--- src/sv/ise_pkg.sv ---
`default_nettype none

package ise_pkg;

    localparam int VALUE_W = 32;

    // per-cycle command broadcast to every cell of the chain
    typedef struct packed {
        logic insert;   // place the incoming word, shift larger entries up
        logic pop;      // hand every entry one cell toward the output
    } ise_cmd_t;

endpackage

`default_nettype wire

--- src/sv/ise_cell.sv ---
`default_nettype none

module ise_cell
    import ise_pkg::*;
(
    input  wire logic               aclk,
    input  wire ise_cmd_t           cmd,
    input  wire logic [VALUE_W-1:0] new_value,
    input  wire logic               empty,
    input  wire logic               left_gt,
    input  wire logic [VALUE_W-1:0] left_value,
    input  wire logic [VALUE_W-1:0] right_value,
    output logic [VALUE_W-1:0]      value,
    output logic                    gt
);

    logic [VALUE_W-1:0] value_reg;
    logic [VALUE_W-1:0] value_next;

    // strict compare keeps equal words in arrival order
    assign gt    = empty || ($signed(value_reg) > $signed(new_value));
    assign value = value_reg;

    always_comb begin
        value_next = value_reg;
        priority if (cmd.insert && gt) begin
            value_next = left_gt ? left_value : new_value;
        end else if (cmd.pop) begin
            value_next = right_value;
        end else begin
            value_next = value_reg;
        end
    end

    always_ff @(posedge aclk) begin
        value_reg <= value_next;
    end

endmodule

`default_nettype wire

--- src/sv/ise_ctrl.sv ---
`default_nettype none

module ise_ctrl
    import ise_pkg::*;
#(
    parameter int MAX_ITEMS = 16,
    parameter int CNT_W     = $clog2(MAX_ITEMS + 1)
) (
    input  wire logic         aclk,
    input  wire logic         aresetn,
    input  wire logic         s_tvalid,
    input  wire logic         s_tlast,
    output logic              s_tready,
    output logic              m_tvalid,
    input  wire logic         m_tready,
    output logic              m_tlast,
    output logic              m_dropped,
    output ise_cmd_t          cmd,
    output logic [CNT_W-1:0]  count
);

    typedef enum logic [1:0] {
        ST_FILL  = 2'b01,
        ST_DRAIN = 2'b10
    } state_t;

    state_t            state_reg, state_next;
    logic [CNT_W-1:0]  count_reg, count_next;
    logic [CNT_W-1:0]  remaining_reg, remaining_next;
    logic              overflow_reg, overflow_next;
    logic              dropped_reg, dropped_next;
    logic              full;
    logic              accept;

    assign full      = (count_reg == CNT_W'(MAX_ITEMS));
    assign s_tready  = (state_reg == ST_FILL);
    assign accept    = s_tvalid && s_tready;
    assign m_tvalid  = (state_reg == ST_DRAIN);
    assign m_tlast   = (remaining_reg == CNT_W'(1));
    assign m_dropped = dropped_reg;
    assign count     = count_reg;

    assign cmd.insert = accept && !full;
    assign cmd.pop    = m_tvalid && m_tready;

    always_comb begin
        state_next     = state_reg;
        count_next     = count_reg;
        remaining_next = remaining_reg;
        overflow_next  = overflow_reg;
        dropped_next   = dropped_reg;
        unique case (state_reg)
            ST_FILL: begin
                if (accept) begin
                    if (full) begin
                        overflow_next = 1'b1;
                    end else begin
                        count_next = count_reg + CNT_W'(1);
                    end
                    if (s_tlast) begin
                        state_next     = ST_DRAIN;
                        remaining_next = full ? count_reg : count_reg + CNT_W'(1);
                        dropped_next   = overflow_reg || full;
                        count_next     = '0;
                        overflow_next  = 1'b0;
                    end
                end
            end
            ST_DRAIN: begin
                if (cmd.pop) begin
                    remaining_next = remaining_reg - CNT_W'(1);
                    if (remaining_reg == CNT_W'(1)) begin
                        state_next = ST_FILL;
                    end
                end
            end
            default: begin
                state_next = ST_FILL;
            end
        endcase
    end

    always_ff @(posedge aclk) begin
        if (!aresetn) begin
            state_reg     <= ST_FILL;
            count_reg     <= '0;
            remaining_reg <= '0;
            overflow_reg  <= 1'b0;
            dropped_reg   <= 1'b0;
        end else begin
            state_reg     <= state_next;
            count_reg     <= count_next;
            remaining_reg <= remaining_next;
            overflow_reg  <= overflow_next;
            dropped_reg   <= dropped_next;
        end
    end

    a_drain_nonempty: assert property (@(posedge aclk) disable iff (!aresetn)
        (state_reg == ST_DRAIN) |-> (remaining_reg != '0))
        else $error("drain with no words left");

    a_count_bound: assert property (@(posedge aclk) disable iff (!aresetn)
        count_reg <= CNT_W'(MAX_ITEMS))
        else $error("fill count beyond capacity");

    a_close_drains: assert property (@(posedge aclk) disable iff (!aresetn)
        (accept && s_tlast) |=> (state_reg == ST_DRAIN) && (count_reg == '0))
        else $error("closing word did not start drain");

    a_overflow_full: assert property (@(posedge aclk) disable iff (!aresetn)
        (overflow_reg && state_reg == ST_FILL) |-> full)
        else $error("overflow flagged while chain not full");

endmodule

`default_nettype wire

--- src/sv/insertion_sort_engine.sv ---
// Fill: one word accepted per cycle; each is placed in the cell chain in that cycle unless it is full.
// Close: after the word with s_tlast, the first sorted word is valid the next cycle,
// then one word per cycle while m_tready is high.
// s_tready is low during drain, so the next list waits until its last sorted word is taken.
// Reset (aresetn low, synchronous) clears fill count, overflow flag and drain state;
// cell contents are not reset.
`default_nettype none

module insertion_sort_engine
    import ise_pkg::*;
#(
    parameter int MAX_ITEMS = 16
) (
    input  wire logic        aclk,
    input  wire logic        aresetn,
    input  wire logic        s_tvalid,
    output logic             s_tready,
    input  wire logic [31:0] s_tdata,   // [31:0] item_value
    input  wire logic        s_tlast,   // item_last
    output logic             m_tvalid,
    input  wire logic        m_tready,
    output logic [31:0]      m_tdata,   // [31:0] sorted_value
    output logic             m_tlast,   // sorted_last
    output logic [0:0]       m_tuser    // [0] dropped
);

    localparam int CNT_W = $clog2(MAX_ITEMS + 1);

    ise_cmd_t            cmd;
    logic [CNT_W-1:0]    count;
    logic                dropped;
    logic [VALUE_W-1:0]  cell_value [MAX_ITEMS];
    logic                cell_gt    [MAX_ITEMS];

    ise_ctrl #(
        .MAX_ITEMS (MAX_ITEMS),
        .CNT_W     (CNT_W)
    ) u_ctrl (
        .aclk      (aclk),
        .aresetn   (aresetn),
        .s_tvalid  (s_tvalid),
        .s_tlast   (s_tlast),
        .s_tready  (s_tready),
        .m_tvalid  (m_tvalid),
        .m_tready  (m_tready),
        .m_tlast   (m_tlast),
        .m_dropped (dropped),
        .cmd       (cmd),
        .count     (count)
    );

    for (genvar i = 0; i < MAX_ITEMS; i++) begin : g_cell
        logic               left_gt;
        logic [VALUE_W-1:0] left_value;
        logic [VALUE_W-1:0] right_value;
        logic               empty;

        assign empty = (CNT_W'(i) >= count);

        if (i == 0) begin : g_head
            assign left_gt    = 1'b0;
            assign left_value = s_tdata;
        end else begin : g_body
            assign left_gt    = cell_gt[i-1];
            assign left_value = cell_value[i-1];
        end

        if (i == MAX_ITEMS - 1) begin : g_tail
            assign right_value = cell_value[i];
        end else begin : g_mid
            assign right_value = cell_value[i+1];
        end

        ise_cell u_cell (
            .aclk        (aclk),
            .cmd         (cmd),
            .new_value   (s_tdata),
            .empty       (empty),
            .left_gt     (left_gt),
            .left_value  (left_value),
            .right_value (right_value),
            .value       (cell_value[i]),
            .gt          (cell_gt[i])
        );
    end

    // head cell holds the smallest remaining word
    assign m_tdata    = cell_value[0];
    assign m_tuser[0] = dropped;

endmodule

`default_nettype wire

--- config.mk ---
export PLATFORM = sky130hd
export DESIGN_NAME = insertion_sort_engine
export DESIGN_NICKNAME = d
export VERILOG_FILES = /design/src/sv/ise_pkg.sv /design/src/sv/ise_cell.sv /design/src/sv/ise_ctrl.sv /design/src/sv/insertion_sort_engine.sv
export SDC_FILE = /design/constraint.sdc
export NUM_CORES = 2
export LEC_CHECK = 0
export BUFFER_PORTS_ARGS = -buffer_cell sky130_fd_sc_hd__buf_2
export CORE_ASPECT_RATIO = 0.8
export CORE_MARGIN = 5
export CORE_UTILIZATION = 40
export CTS_CLUSTER_SIZE = 10
export DETAILED_ROUTE_END_ITERATION = 12
export SLEW_MARGIN = 20
export SYNTH_ARGS = -nofsm -noshare
export SYNTH_HDL_FRONTEND = slang
export SYNTH_SLANG_ARGS = --single-unit
--- constraint.sdc ---
create_clock -name aclk -period 15.1 [get_ports aclk]
set_input_delay 3.02 -clock aclk [delete_from_list [all_inputs] [get_ports aclk]]
set_output_delay 3.02 -clock aclk [all_outputs]
set_load 0.01 [all_outputs]
==> metrics <==
Wirelength per Cell ~23 um; postcts setup bufs 0; crit path buf inv count 3; # rows between 100 and 150; count leader, synth a21oi_1; DRT iter0 DRCs about 2,600; met2 Use GR 0.325; vias in the first global route ~28,000; Netlist cell types 75; Routed WL around 110,000 um; Synth warnings 0; Resize count post-CTS 0; Setup Viol. Count Final 0; pwr/cell area about 100 nW/um^2; Area growth syn-to-layout 10.0%; post-route minimum period between 7 and 8 ns; Hold-fix buffers, CTS 0; slowest cell on the critical path mux2_2; Sum Neg Setup Slack 0 ns; htree depth 3; Clock transition at path regs approximately 0.060 ns; grt met3 use 0.0327; #FFs+latches synth roughly 530; maximum clock path buffer count 3; Worst Path Arrival between 7 and 8 ns; Worst Path Max Fanout 32; Slew Viols, Final 0; period utilization 0.489; Syn Area/Cell 10.5 sq um; CP most frequent cell nand2_1; layout cells sized above 1 0.0982; Multi-input gate area roughly 22,000 sq um; GRT Overall Usage 0.220; DRT Pass-1 Iters 6; DR vias just under 30,000; grt ovf 0; latest clock arrival within the worst-skew pair between 0.6 and 0.7 ns; PortBufs between 70 and 80; Die Area between 100,000 and 150,000 sq um; worst setup slack after layout 7.72 ns; final hold viol count 0; delay-heaviest family, CP buffers and inverters; LEAKAGE between 15 and 20 nW; # fillers around 9,000; slew of the pin with the lowest slew margin between 1 and 1.5 ns; GPL Wtd Cong between 0.8 and 0.9; Largest register FFs just over 500; RSZ-0062 raised after global routing no; Die X 356 um; area share of the leading cell type in the synthesized netlist 0.401; initial antenna violation count 4; Final ANT Viol Nets 0; Peak VDD IR roughly 0.077 mV; Max Cap Viol 0; Num CTS Buffers 68; Cells after Synth 3,647; post-detail-place hpwl between 80,000 and 90,000 um; EDFF count, synth a little over 500; achievable clock frequency roughly 140 MHz; status completed; Setup crit start kind input port; Setup CP Type input port to register; Slew headroom 0.282; largest cells by area after synthesis edfxtp_1 (40%), ha_1 (17%), mux2i_1 (10%); initial core utilization 0.403; M1 GR Usage 0.331; Worst EP required 15.39 ns; area of the core 95,000 sq um; Place WS 7.09 ns; register area between 15,000 and 20,000 sq um; cell taking the most area after synthesis edfxtp_1; largest net degree at the start of global routing between 100 and 150; clock sinks ~530; dominant synthesized flop cell edfxtp_1; Die Ht 287 um; Slowest Stage Delay on Critical Path slightly below 0.7 ns; sequential area share after synthesis 0.409; Worst Setup End Kind register; Synth Cell Area 38,300 sq um; TritonCTS clock tree done; syn_nets ~4,200; drc violations 0; Clock Tree Root clkbuf_16; GR peak layer met1; Hold Crit Class register to register; vias per inst a little under 6; Top Ports 73; ys async rst share 0; Post-synth top cells a21oi_1 (576), ha_1 (517), edfxtp_1 (512); first-pass GRT wire length approximately 180,000 um; Final Skew between 0.02 and 0.025 ns; Nets between 4,000 and 5,000; critical path cell sequence buf_2 > inv_1 > ha_1 > a21oi_1 > o21ai_0 > nand2b_1 > o311ai_1 > a41oi_1 > mux2_2 > nand2_1 > nand2_1 > buf_4
## worst paths after layout
path / startpoint / endpoint / slack [ns] / cells after the start
hold reg to reg: u_ctrl.overflow_reg / u_ctrl.overflow_reg / 0.49 / 2
setup reg to reg: u_ctrl.count[1] / g_cell[12].u_cell.value[24] / 10.67 / 12
hold / removal: u_ctrl.overflow_reg / u_ctrl.overflow_reg / 0.49 / 2
setup / recovery: s_tdata[5] / g_cell[14].u_cell.value[26] / 7.72 / 12
## cell type report
cell class | count | share of cell area
inverter | 77 | 0.00686
clock buffer | 91 | 0.0434
sequential | 526 | 0.371
clock inverter | 20 | 0.00472
tap | 1287 | 0.0382
multi-input combinational | 2840 | 0.512
timing repair buffer | 153 | 0.0233
antenna | 4 | 0.000237
## through the flow
step                      total power [mW]  hold slack (ns)  cells  cell area (sq um)  utilization
final                                 4.38            0.486   4998              42200        0.444
after global routing                  4.62            0.507   4997              42200        0.444
after CTS                             4.41            0.488   4994              42100        0.443
after detailed placement              2.86            0.477   4883              40100        0.422
after global placement                2.84            0.460   4883              40100        0.422
after floorplan                       2.55            0.445   3647              38300            -
## layout by cell type (no fill, tap or decap), types with 7 or more instances in the layout
| master | Yosys | routed |
|---|---|---|
| a211oi_1 | 8 | 8 |
| a21o_1 | 53 | 53 |
| a21oi_1 | 576 | 571 |
| a221o_1 | 7 | 7 |
| a221oi_1 | 7 | 7 |
| a31oi_1 | 33 | 33 |
| and2_1 | 10 | 9 |
| and4_1 | 8 | 8 |
| buf_2 | 66 | 72 |
| buf_4 | 18 | 80 |
| clkbuf_1 | 104 | 20 |
| clkbuf_16 | 0 | 69 |
| clkinv_1 | 1 | 9 |
| dfxtp_1 | 14 | 14 |
| edfxtp_1 | 512 | 512 |
| ha_1 | 517 | 517 |
| inv_1 | 75 | 75 |
| mux2_1 | 59 | 59 |
| mux2_2 | 96 | 96 |
| mux2i_1 | 391 | 391 |
| nand2_1 | 262 | 258 |
| nand2b_1 | 23 | 21 |
| nand3_1 | 42 | 42 |
| nand4_1 | 105 | 105 |
| nor2_1 | 236 | 235 |
| nor2b_1 | 29 | 29 |
| nor3_1 | 17 | 17 |
| nor4_1 | 20 | 19 |
| o211a_1 | 8 | 8 |
| o211ai_1 | 20 | 20 |
| o21a_1 | 15 | 15 |
| o21ai_0 | 87 | 86 |
| o21ai_1 | 113 | 112 |
| or3_1 | 7 | 7 |
## kinds of logic after synthesis
group,synth area share
fa+ha+maj,0.169
buf+inv,0.0327
flops,0.409
mux,0.148
simple gates,0.0966
xor+xnor,0.000914
compound gates,0.145
## power breakdown
group | total (mW) | internal (mW) | switching [mW]
registers | 1.95 | 1.81 | 0.142
logic | 0.889 | 0.347 | 0.542
clock network | 1.54 | 0.897 | 0.643
total | 4.38 | 3.06 | 1.33
## per-layer routing
metal	part of all wire	routed length, um
met2	0.42	47300
met5	0	0
met3	0.069	7860
met1	0.49	55300
met4	0.030	3400
## worst register-to-register path: stages, from the launching register on
cell      delay [ns]
dfxtp_1         0.79
inv_1           0.14
ha_1            0.24
o21ba_2         0.43
a21oi_1         0.19
nor2b_1         0.18
nand2_1         0.11
a311oi_1        0.41
a21boi_4        0.10
and2_1          0.17
buf_4           0.29
nand2b_1        0.65
buf_4           0.45
(Power assumes the default switching activity.)
